--- src/rtl/pfe_pkg.sv ---
// Package for the postfix expression evaluator: sizes, ASCII codes, status codes,
// sequencer states and the shared-unit operation type. No dependencies.
package pfe_pkg;
	localparam int StackDepth = 64;
	localparam int PtrW = $clog2(StackDepth);
	localparam int CntW = $clog2(StackDepth + 1);

	localparam logic [7:0] ChPlus  = 8'h2B;
	localparam logic [7:0] ChMinus = 8'h2D;
	localparam logic [7:0] ChMul   = 8'h2A;
	localparam logic [7:0] ChDiv   = 8'h2F;
	localparam logic [7:0] ChPow   = 8'h5E;
	localparam logic [7:0] ChZero  = 8'h30;
	localparam logic [7:0] ChNine  = 8'h39;

	localparam logic [2:0] StOk       = 3'd0;
	localparam logic [2:0] StFew      = 3'd1;
	localparam logic [2:0] StDivZero  = 3'd2;
	localparam logic [2:0] StBadChar  = 3'd3;
	localparam logic [2:0] StOverflow = 3'd4;
	localparam logic [2:0] StNotOne   = 3'd5;

	typedef enum logic [1:0] {OP_DIV, OP_POW} op_t;

	typedef struct packed {
		logic start;
		op_t  op;
	} alu_cmd_t;

	typedef struct packed {
		logic busy;
		logic done;
		logic div_zero;
	} alu_stat_t;

	typedef enum logic [2:0] {
		S_IDLE, S_RD1, S_RD2, S_EXEC, S_WAIT, S_WB, S_OUT
	} state_t;
endpackage

--- src/rtl/pfe_alu.sv ---
// Shared multi-cycle unit for division (restoring, one bit a cycle) and
// power (square-and-multiply, one exponent bit a cycle). Uses pfe_pkg.
module pfe_alu (
	input  logic                 clk,
	input  logic                 arst_n,
	input  pfe_pkg::alu_cmd_t    cmd,
	input  logic [31:0]          lhs,
	input  logic [31:0]          rhs,
	output pfe_pkg::alu_stat_t   stat,
	output logic [31:0]          res
);
	logic        busy_q, done_q, dz_q, neg_q;
	pfe_pkg::op_t op_q;
	logic [4:0]  cnt_q;
	logic [31:0] a_q, b_q, r_q, acc_q;
	logic [32:0] rem_q;
	logic [32:0] trial;
	logic [32:0] rem_sh;
	logic [31:0] lmag, rmag;

	assign lmag = lhs[31] ? 32'(0 - lhs) : lhs;
	assign rmag = rhs[31] ? 32'(0 - rhs) : rhs;
	assign rem_sh = {rem_q[31:0], a_q[31]};
	assign trial = rem_sh - {1'b0, b_q};

	always_ff @(posedge clk or negedge arst_n) begin
		if (!arst_n) begin
			busy_q <= 1'b0;
			done_q <= 1'b0;
		end else begin
			done_q <= busy_q && !cmd.start && cnt_q == 5'd31;
			if (cmd.start) begin
				busy_q <= 1'b1;
			end else if (busy_q && cnt_q == 5'd31) begin
				busy_q <= 1'b0;
			end
		end
	end

	always_ff @(posedge clk) begin
		if (cmd.start) begin
			op_q  <= cmd.op;
			cnt_q <= 5'd0;
			rem_q <= 33'd0;
			acc_q <= 32'd1;
			if (cmd.op == pfe_pkg::OP_DIV) begin
				a_q   <= lmag;
				b_q   <= rmag;
				neg_q <= lhs[31] ^ rhs[31];
				dz_q  <= (rhs == 32'd0);
			end else begin
				a_q <= lhs;
				b_q <= rhs;
				dz_q <= rhs[31] && (lhs == 32'd0);
				if (rhs[31]) begin
					if (lhs == 32'd1) r_q <= 32'd1;
					else if (lhs == 32'hFFFFFFFF) r_q <= rhs[0] ? 32'hFFFFFFFF : 32'd1;
					else r_q <= 32'd0;
				end
			end
		end else if (busy_q) begin
			cnt_q <= cnt_q + 5'd1;
			if (op_q == pfe_pkg::OP_DIV) begin
				a_q <= {a_q[30:0], ~trial[32]};
				rem_q <= trial[32] ? rem_sh : trial;
				if (cnt_q == 5'd31) begin
					// last quotient bit joins a_q's shift this cycle
					r_q <= neg_q ? 32'(0 - {a_q[30:0], ~trial[32]})
						: {a_q[30:0], ~trial[32]};
				end
			end else if (!b_q[31]) begin
				// a_q: running square; b_q shifts exponent bits down
				if (b_q[0]) acc_q <= 32'(acc_q * a_q);
				a_q <= 32'(a_q * a_q);
				b_q <= {1'b0, b_q[31:1]};
				if (cnt_q == 5'd31) r_q <= acc_q;
			end
		end
	end

	assign stat.busy = busy_q;
	assign stat.done = done_q;
	assign stat.div_zero = dz_q;
	assign res = r_q;
endmodule

--- config.mk ---
export PLATFORM = sky130hd
export DESIGN_NAME = pfe_alu
export DESIGN_NICKNAME = d
export VERILOG_FILES = /design/src/rtl/pfe_pkg.sv /design/src/rtl/pfe_alu.sv
export SDC_FILE = /design/constraint.sdc
export NUM_CORES = 2
export LEC_CHECK = 0
export ABC_CLOCK_PERIOD_IN_PS = 9300
export BUFFER_PORTS_ARGS = -buffer_cell sky130_fd_sc_hd__buf_2
export CORE_MARGIN = 2
export CORE_UTILIZATION = 40
export DETAILED_ROUTE_END_ITERATION = 6
export MAX_ROUTING_LAYER = met4
export SYNTH_ARGS = -nofsm -noshare
export SYNTH_HDL_FRONTEND = slang
export SYNTH_SLANG_ARGS = --single-unit
export TNS_END_PERCENT = 10
--- constraint.sdc ---
create_clock -name clk -period 9.3 [get_ports clk]
set_input_delay 0.465 -clock clk [delete_from_list [all_inputs] [get_ports clk]]
set_output_delay 0.465 -clock clk [all_outputs]
set_load 0.01 [all_outputs]
## Word level (Yosys, flattened, before mapping)

Cells that the tools add are included.

- Add/subtract/negate cells: 5
- Multiply operators: 2
- Equality and inequality tests: 8
- Muxes and demuxes: 28
- Bitwise logic cells: 4
- Reductions and logical operators: 19

Operator list:

| operator | count |
|---|---|
| $mux W32 | 25 |
| $sub A1 B32 Y32 const A | 3 |
| $logic_not A32 Y1 | 2 |
| $mul A32 B32 Y32 | 2 |
| $sub A33 B32 Y33 | 1 |
| $eq A32 B1 Y1 const B | 1 |
| $eq A32 B32 Y1 const B | 1 |
| $reduce_and A2 Y1 | 4 |
| $ne A2 B2 Y1 const B | 3 |
| $reduce_bool A2 Y1 | 3 |
| $add A5 B1 Y5 const B | 1 |
| $eq A5 B5 Y1 const B | 1 |
| $reduce_and A5 Y1 | 1 |
| $logic_and A1 B1 Y1 | 4 |
| $logic_not A2 Y1 | 2 |
| $reduce_and A4 Y1 | 1 |
| $mux W1 | 3 |
| $ne A3 B2 Y1 const B | 1 |
| $not A1 Y1 | 3 |
| $reduce_and A3 Y1 | 1 |
| $ne A2 B1 Y1 const B | 1 |
| $logic_not A1 Y1 | 1 |
| $xor A1 B1 Y1 | 1 |

- Flip-flop bits (word level): 171
- Input port bits: 69
- Logic and storage cells: 78

## Depth between registers and ports, before layout

- Word-level depth: 8
- Depth in mapped cells: 29
- Gate-level depth less buffers: 27

## Worst setup path after synthesis

OpenSTA, ideal clock, no wires.

- Kind: reg-to-reg
- Start point: register a_q[2]
- End point: register a_q[31] (data pin)
- Setup time: 176 ps
- Arrival: 7506 ps
- Required time: 9124 ps
- Setup slack: 1618 ps
- Stages on the path, launching flop included: 29
- Cells stage by stage: edfxtp_1 > buf_1 > clkbuf_1 > clkbuf_1 > nand2_1 > fa_1 > inv_1 > fa_1 > inv_1 > fa_1 > fa_1 > inv_1 > fa_1 > inv_1 > fa_1 > inv_1 > fa_1 > fa_1 > ha_1 > nand4_1 > o41ai_1 > a21oi_1 > o21ai_0 > a41oi_1 > a2111oi_0 > a211oi_1 > xnor2_1 > nor2_1 > o32ai_1

- Longest elaborated chain between the ends: 5

Ends and longest elaborated chain:

| what | RTL line | text |
|---|---|---|
| from (decl) | pfe_alu.sv:15 | `logic [31:0] a_q, b_q, r_q, acc_q;` |
| from (signal assigned) | pfe_alu.sv:47 | `a_q <= lmag;` |
| from (signal assigned) | pfe_alu.sv:52 | `a_q <= lhs;` |
| from (signal assigned) | pfe_alu.sv:64 | `a_q <= {a_q[30:0], ~trial[32]};` |
| $mul A32 B32 Y32 | pfe_alu.sv:74 | `a_q <= 32'(a_q * a_q);` |
| $mux W32 | pfe_alu.sv:71 | `end else if (!b_q[31]) begin` |
| $mux W32 | pfe_alu.sv:63 | `if (op_q == pfe_pkg::OP_DIV) begin` |
| $mux W32 | pfe_alu.sv:61 | `end else if (busy_q) begin` |
| $mux W32 | pfe_alu.sv:41 | `if (cmd.start) begin` |

Every way passes these cells. The select of a mux whose other input is x is not followed.
A chain may end at the register's enable or synchronous reset.

## Worst setup path after layout

- Start point: register a_q[4]
- End point: register a_q[31] (data pin)

Same word-level chain as after synthesis.

==> qor.csv <==
stage,metric,value,unit
global_routing,vias in the first global route,31100,
timing,Max transition margin,0.254,
detailed_routing,Via density,5.27,
yosys,"EDFF count, synth",100,
timing,final period utilization,0.904,
setup_path,Crit. End Element,flop,
global_routing,grt total ovfl,0,
setup_path,kind of critical path,flop to flop,
setup_path,worst endpoint required time,9.61,ns
detailed_routing,WL/cell,19.6,um
cells_and_area,Filler cells,9881,
setup_path,"delay-heaviest family, CP",adder cells,
clock_network,CTS Sinks,171,
setup_path,Startpoint Class,flop,
yosys,yosys warns,0,
yosys,"Primary FF master, synth",edfxtp_1,
detailed_routing,first-iteration detailed-routing DRC count,2338,
floorplanning,core area,98700,um2
yosys,Post-Syn Area,39900,um2
clock_network,clk root buf,clkbuf_16,
global_routing,pin count of the biggest net entering global routing,88,
yosys,Async SR Flop Fraction,0.0117,
floorplanning,Die Y-Extent,320,um
floorplanning,initial core utilization,0.404,
detailed_routing,Residual DRC,0,
global_routing,antenna violations before repair,0,
cells_and_area,# nets final,5572,
clock_network,Max clock buf depth,2,
yosys,Mapped Avg Cell Area,8.90,um2
global_routing,Tot GR Track Use,0.234,
place,gpl congestion,0.897,
clock_network,PostCTS Resize Cnt,0,
cells_and_area,area growth from synthesis to layout,6.12,%
yosys,post-synthesis sequential area ratio,0.111,
setup_path,Arrival @ worst endpoint,8.71,ns
floorplanning,width of the die,320,um
detailed_routing,detailed-route via count,30200,
timing,max-slew violation count,0,
floorplanning,row count,115,
setup_path,critical path peak fanout,24,
yosys,cells after synthesis,4483,
place,port bufs,103,
yosys,unique cell type count in the Yosys netlist,78,
yosys,Syn Nets,5615,
timing,Slew @ Worst Pin,1.12,ns
detailed_routing,DR pass1 iterations,5,
setup_path,CP max-delay cell,edfxtp_1,
setup_path,CP most frequent cell,fa_1,
clock_network,clk slew on worst S/H paths,0.08,ns
place,dpl ws,1.01,ns
timing,fin crit period,8.41,ns
min_path,Worst Hold Class,input port to flop,
cells_and_area,share of cells above drive strength 1,0.0543,
job,Max-cap violations,0,
global_routing,first-pass GRT wire length,181,mm
detailed_routing,Detail Route Antenna Nets,0,
place,Post-DP HPWL,88.3,mm
floorplanning,boundary pin count,104,
clock_network,# H-tree levels,4,
place,Inst Count DP,5707,
timing,Worst Clk Skew,0.0141,ns
floorplanning,DIE AREA,102000,um2
timing,Fin Setup TNS,0,ns
timing,RSZ-0062 raised after global routing,false,
timing,fmax,0.119,GHz
cells_and_area,"non-filler cells, final",5741,
timing,final hold violation count,0,
clock_network,worst skew pair latency,0.49,ns
timing,"Setup violations, final",0,
timing,setup ws final,0.894,ns
setup_path,max incr delay on CP,1.09,ns
clock_network,CTS tree,done,
setup_path,"Buf+Inv Stages, Crit Path",4,
detailed_routing,routed wire length,113,mm
yosys,Seq cells post-synth,171,
run_status,status,completed,
clock_network,CTS Buf Count,17,
## cells in the mapped netlist (all sizes together) (19+ instances only)
| master | number | area (um2) |
|---|---|---|
| clkbuf | 212 | 796 |
| a21oi | 165 | 830 |
| a22o | 22 | 193 |
| ha | 290 | 3630 |
| nor3 | 37 | 190 |
| xor2 | 92 | 806 |
| mux2i | 24 | 240 |
| o31ai | 33 | 248 |
| buf | 36 | 159 |
| and3 | 19 | 119 |
| xnor2 | 148 | 1300 |
| nand2 | 575 | 2160 |
| a211oi | 33 | 260 |
| fa | 773 | 15500 |
| nor2 | 153 | 574 |
| and2 | 369 | 2310 |
| o21ai | 127 | 636 |
| inv | 908 | 3410 |
| edfxtp | 100 | 3000 |
| a21o | 38 | 285 |
| nand2b | 23 | 144 |
| nand3 | 24 | 120 |
| dfxtp | 69 | 1380 |
## cell type report
type                       count  area [um2]  share of cell area
multi-input combinational   3155       31100               0.735
sequential                   171        4440               0.105
inverter                     909        3410              0.0805
tap                         1287        1610              0.0380
timing repair buffer         186        1180              0.0280
clock buffer                  17         425              0.0100
clock inverter                15         153             0.00360
antenna                        1        2.50           0.0000591
## layout by cell type, fill, tap and decap left out, drive strengths merged, types with 6 or more instances in the layout
cell type  count
a211oi        33
a21boi         6
a21o          38
a21oi        165
a22o          22
a31oi         10
and2         369
and3          19
buf          185
clkbuf        17
clkinv         6
dfxtp         69
edfxtp       100
fa           773
ha           290
inv          917
mux2i         24
nand2        575
nand2b        23
nand3         24
nand4         17
nor2         153
nor2b          8
nor3          37
nor4          15
o211ai        12
o21a          13
o21ai        127
o21bai        11
o31a           6
o31ai         33
o41ai         11
or2            8
or3           18
or4            7
xnor2        148
xor2          92
## state kept, by name, summed over array words and instances (netlist names)
| signal | cells |
|---|---|
| acc_q | 32 |
| done_q | 1 |
| b_q | 32 |
| res | 32 |
| dz_q | 1 |
| neg_q | 1 |
| cnt_q | 5 |
| rem_q | 32 |
| a_q | 32 |
| busy_q | 1 |
| op_q | 2 |
## worst register-to-register path: stages (launching register included)
cell and delay (ns):
edfxtp_1 1.09, nand2_1 0.25, xor2_1 0.22, ha_1 0.19, a21o_1 0.17, fa_1 0.53, inv_1 0.05, fa_1 0.48
fa_1 0.54, inv_1 0.05, fa_1 0.50, inv_1 0.05, fa_1 0.52, inv_1 0.05, fa_1 0.50, fa_1 0.43
ha_1 0.37, a21oi_1 0.17, o21ai_0 0.13, o41ai_1 0.25, o21ai_0 0.14, a41oi_1 0.52, a2111oi_0 0.26, a211oi_1 0.29
xnor2_1 0.16, nor2_1 0.05, o32ai_1 0.27
## per-layer routing
metal  GRT usage  vias to the layer above  part of all wire
met1       0.329                    15300              0.45
li1            -                    13700                 -
met2       0.370                     1077              0.47
met3      0.0271                      139             0.063
met4      0.0442                        0             0.019
met5           -                        -                 0
## metrics by stage
step | utilization | hold WS, ns | area [um2]
3_3_place_gp | 0.423 | 0.253 | 41800
3_5_place_dp | 0.423 | 0.255 | 41800
6_report | 0.429 | 0.184 | 42400
4_1_cts | 0.429 | 0.157 | 42400
2_1_floorplan | - | 0.169 | 39900
5_1_grt | 0.429 | 0.174 | 42400
## cell families after synthesis
kind of cell,Yosys count,synth area share
XOR/XNOR,240,0.0527
AO/OA/AOI/OAI,536,0.0859
buffers and inverters,1157,0.109
AND/OR/NAND/NOR,1291,0.156
multiplexers,25,0.00630
flip-flops,171,0.111
adder cells (fa/ha/maj),1063,0.479
## what timing repair did
action | CTS | global route
endpoints found under the setup margin | 0 | 0
setup buffers | 0 | 0
hold buffers | 1 | 0
endpoints found under the hold margin | 2 | 0
## path summary, 6_finish.rpt
| kind | slack (ns) | end | from | cells after the start |
|---|---|---|---|---|
| setup / recovery | 0.89 | a_q[31] | a_q[4] | 26 |
| hold / removal | 0.18 | op_q[0] | cmd[0] | 1 |
| setup reg to reg | 0.89 | a_q[31] | a_q[4] | 26 |
| hold reg to reg | 0.48 | rem_q[14] | rem_q[14] | 2 |
| max in group asynchronous | 8.91 | busy_q | arst_n | 2 |
| min in group asynchronous | 0.29 | done_q | arst_n | 2 |
Power is left out: the tool's default activity adds up to more than one toggle a clock period on the data nets, which glitch-free logic cannot reach.
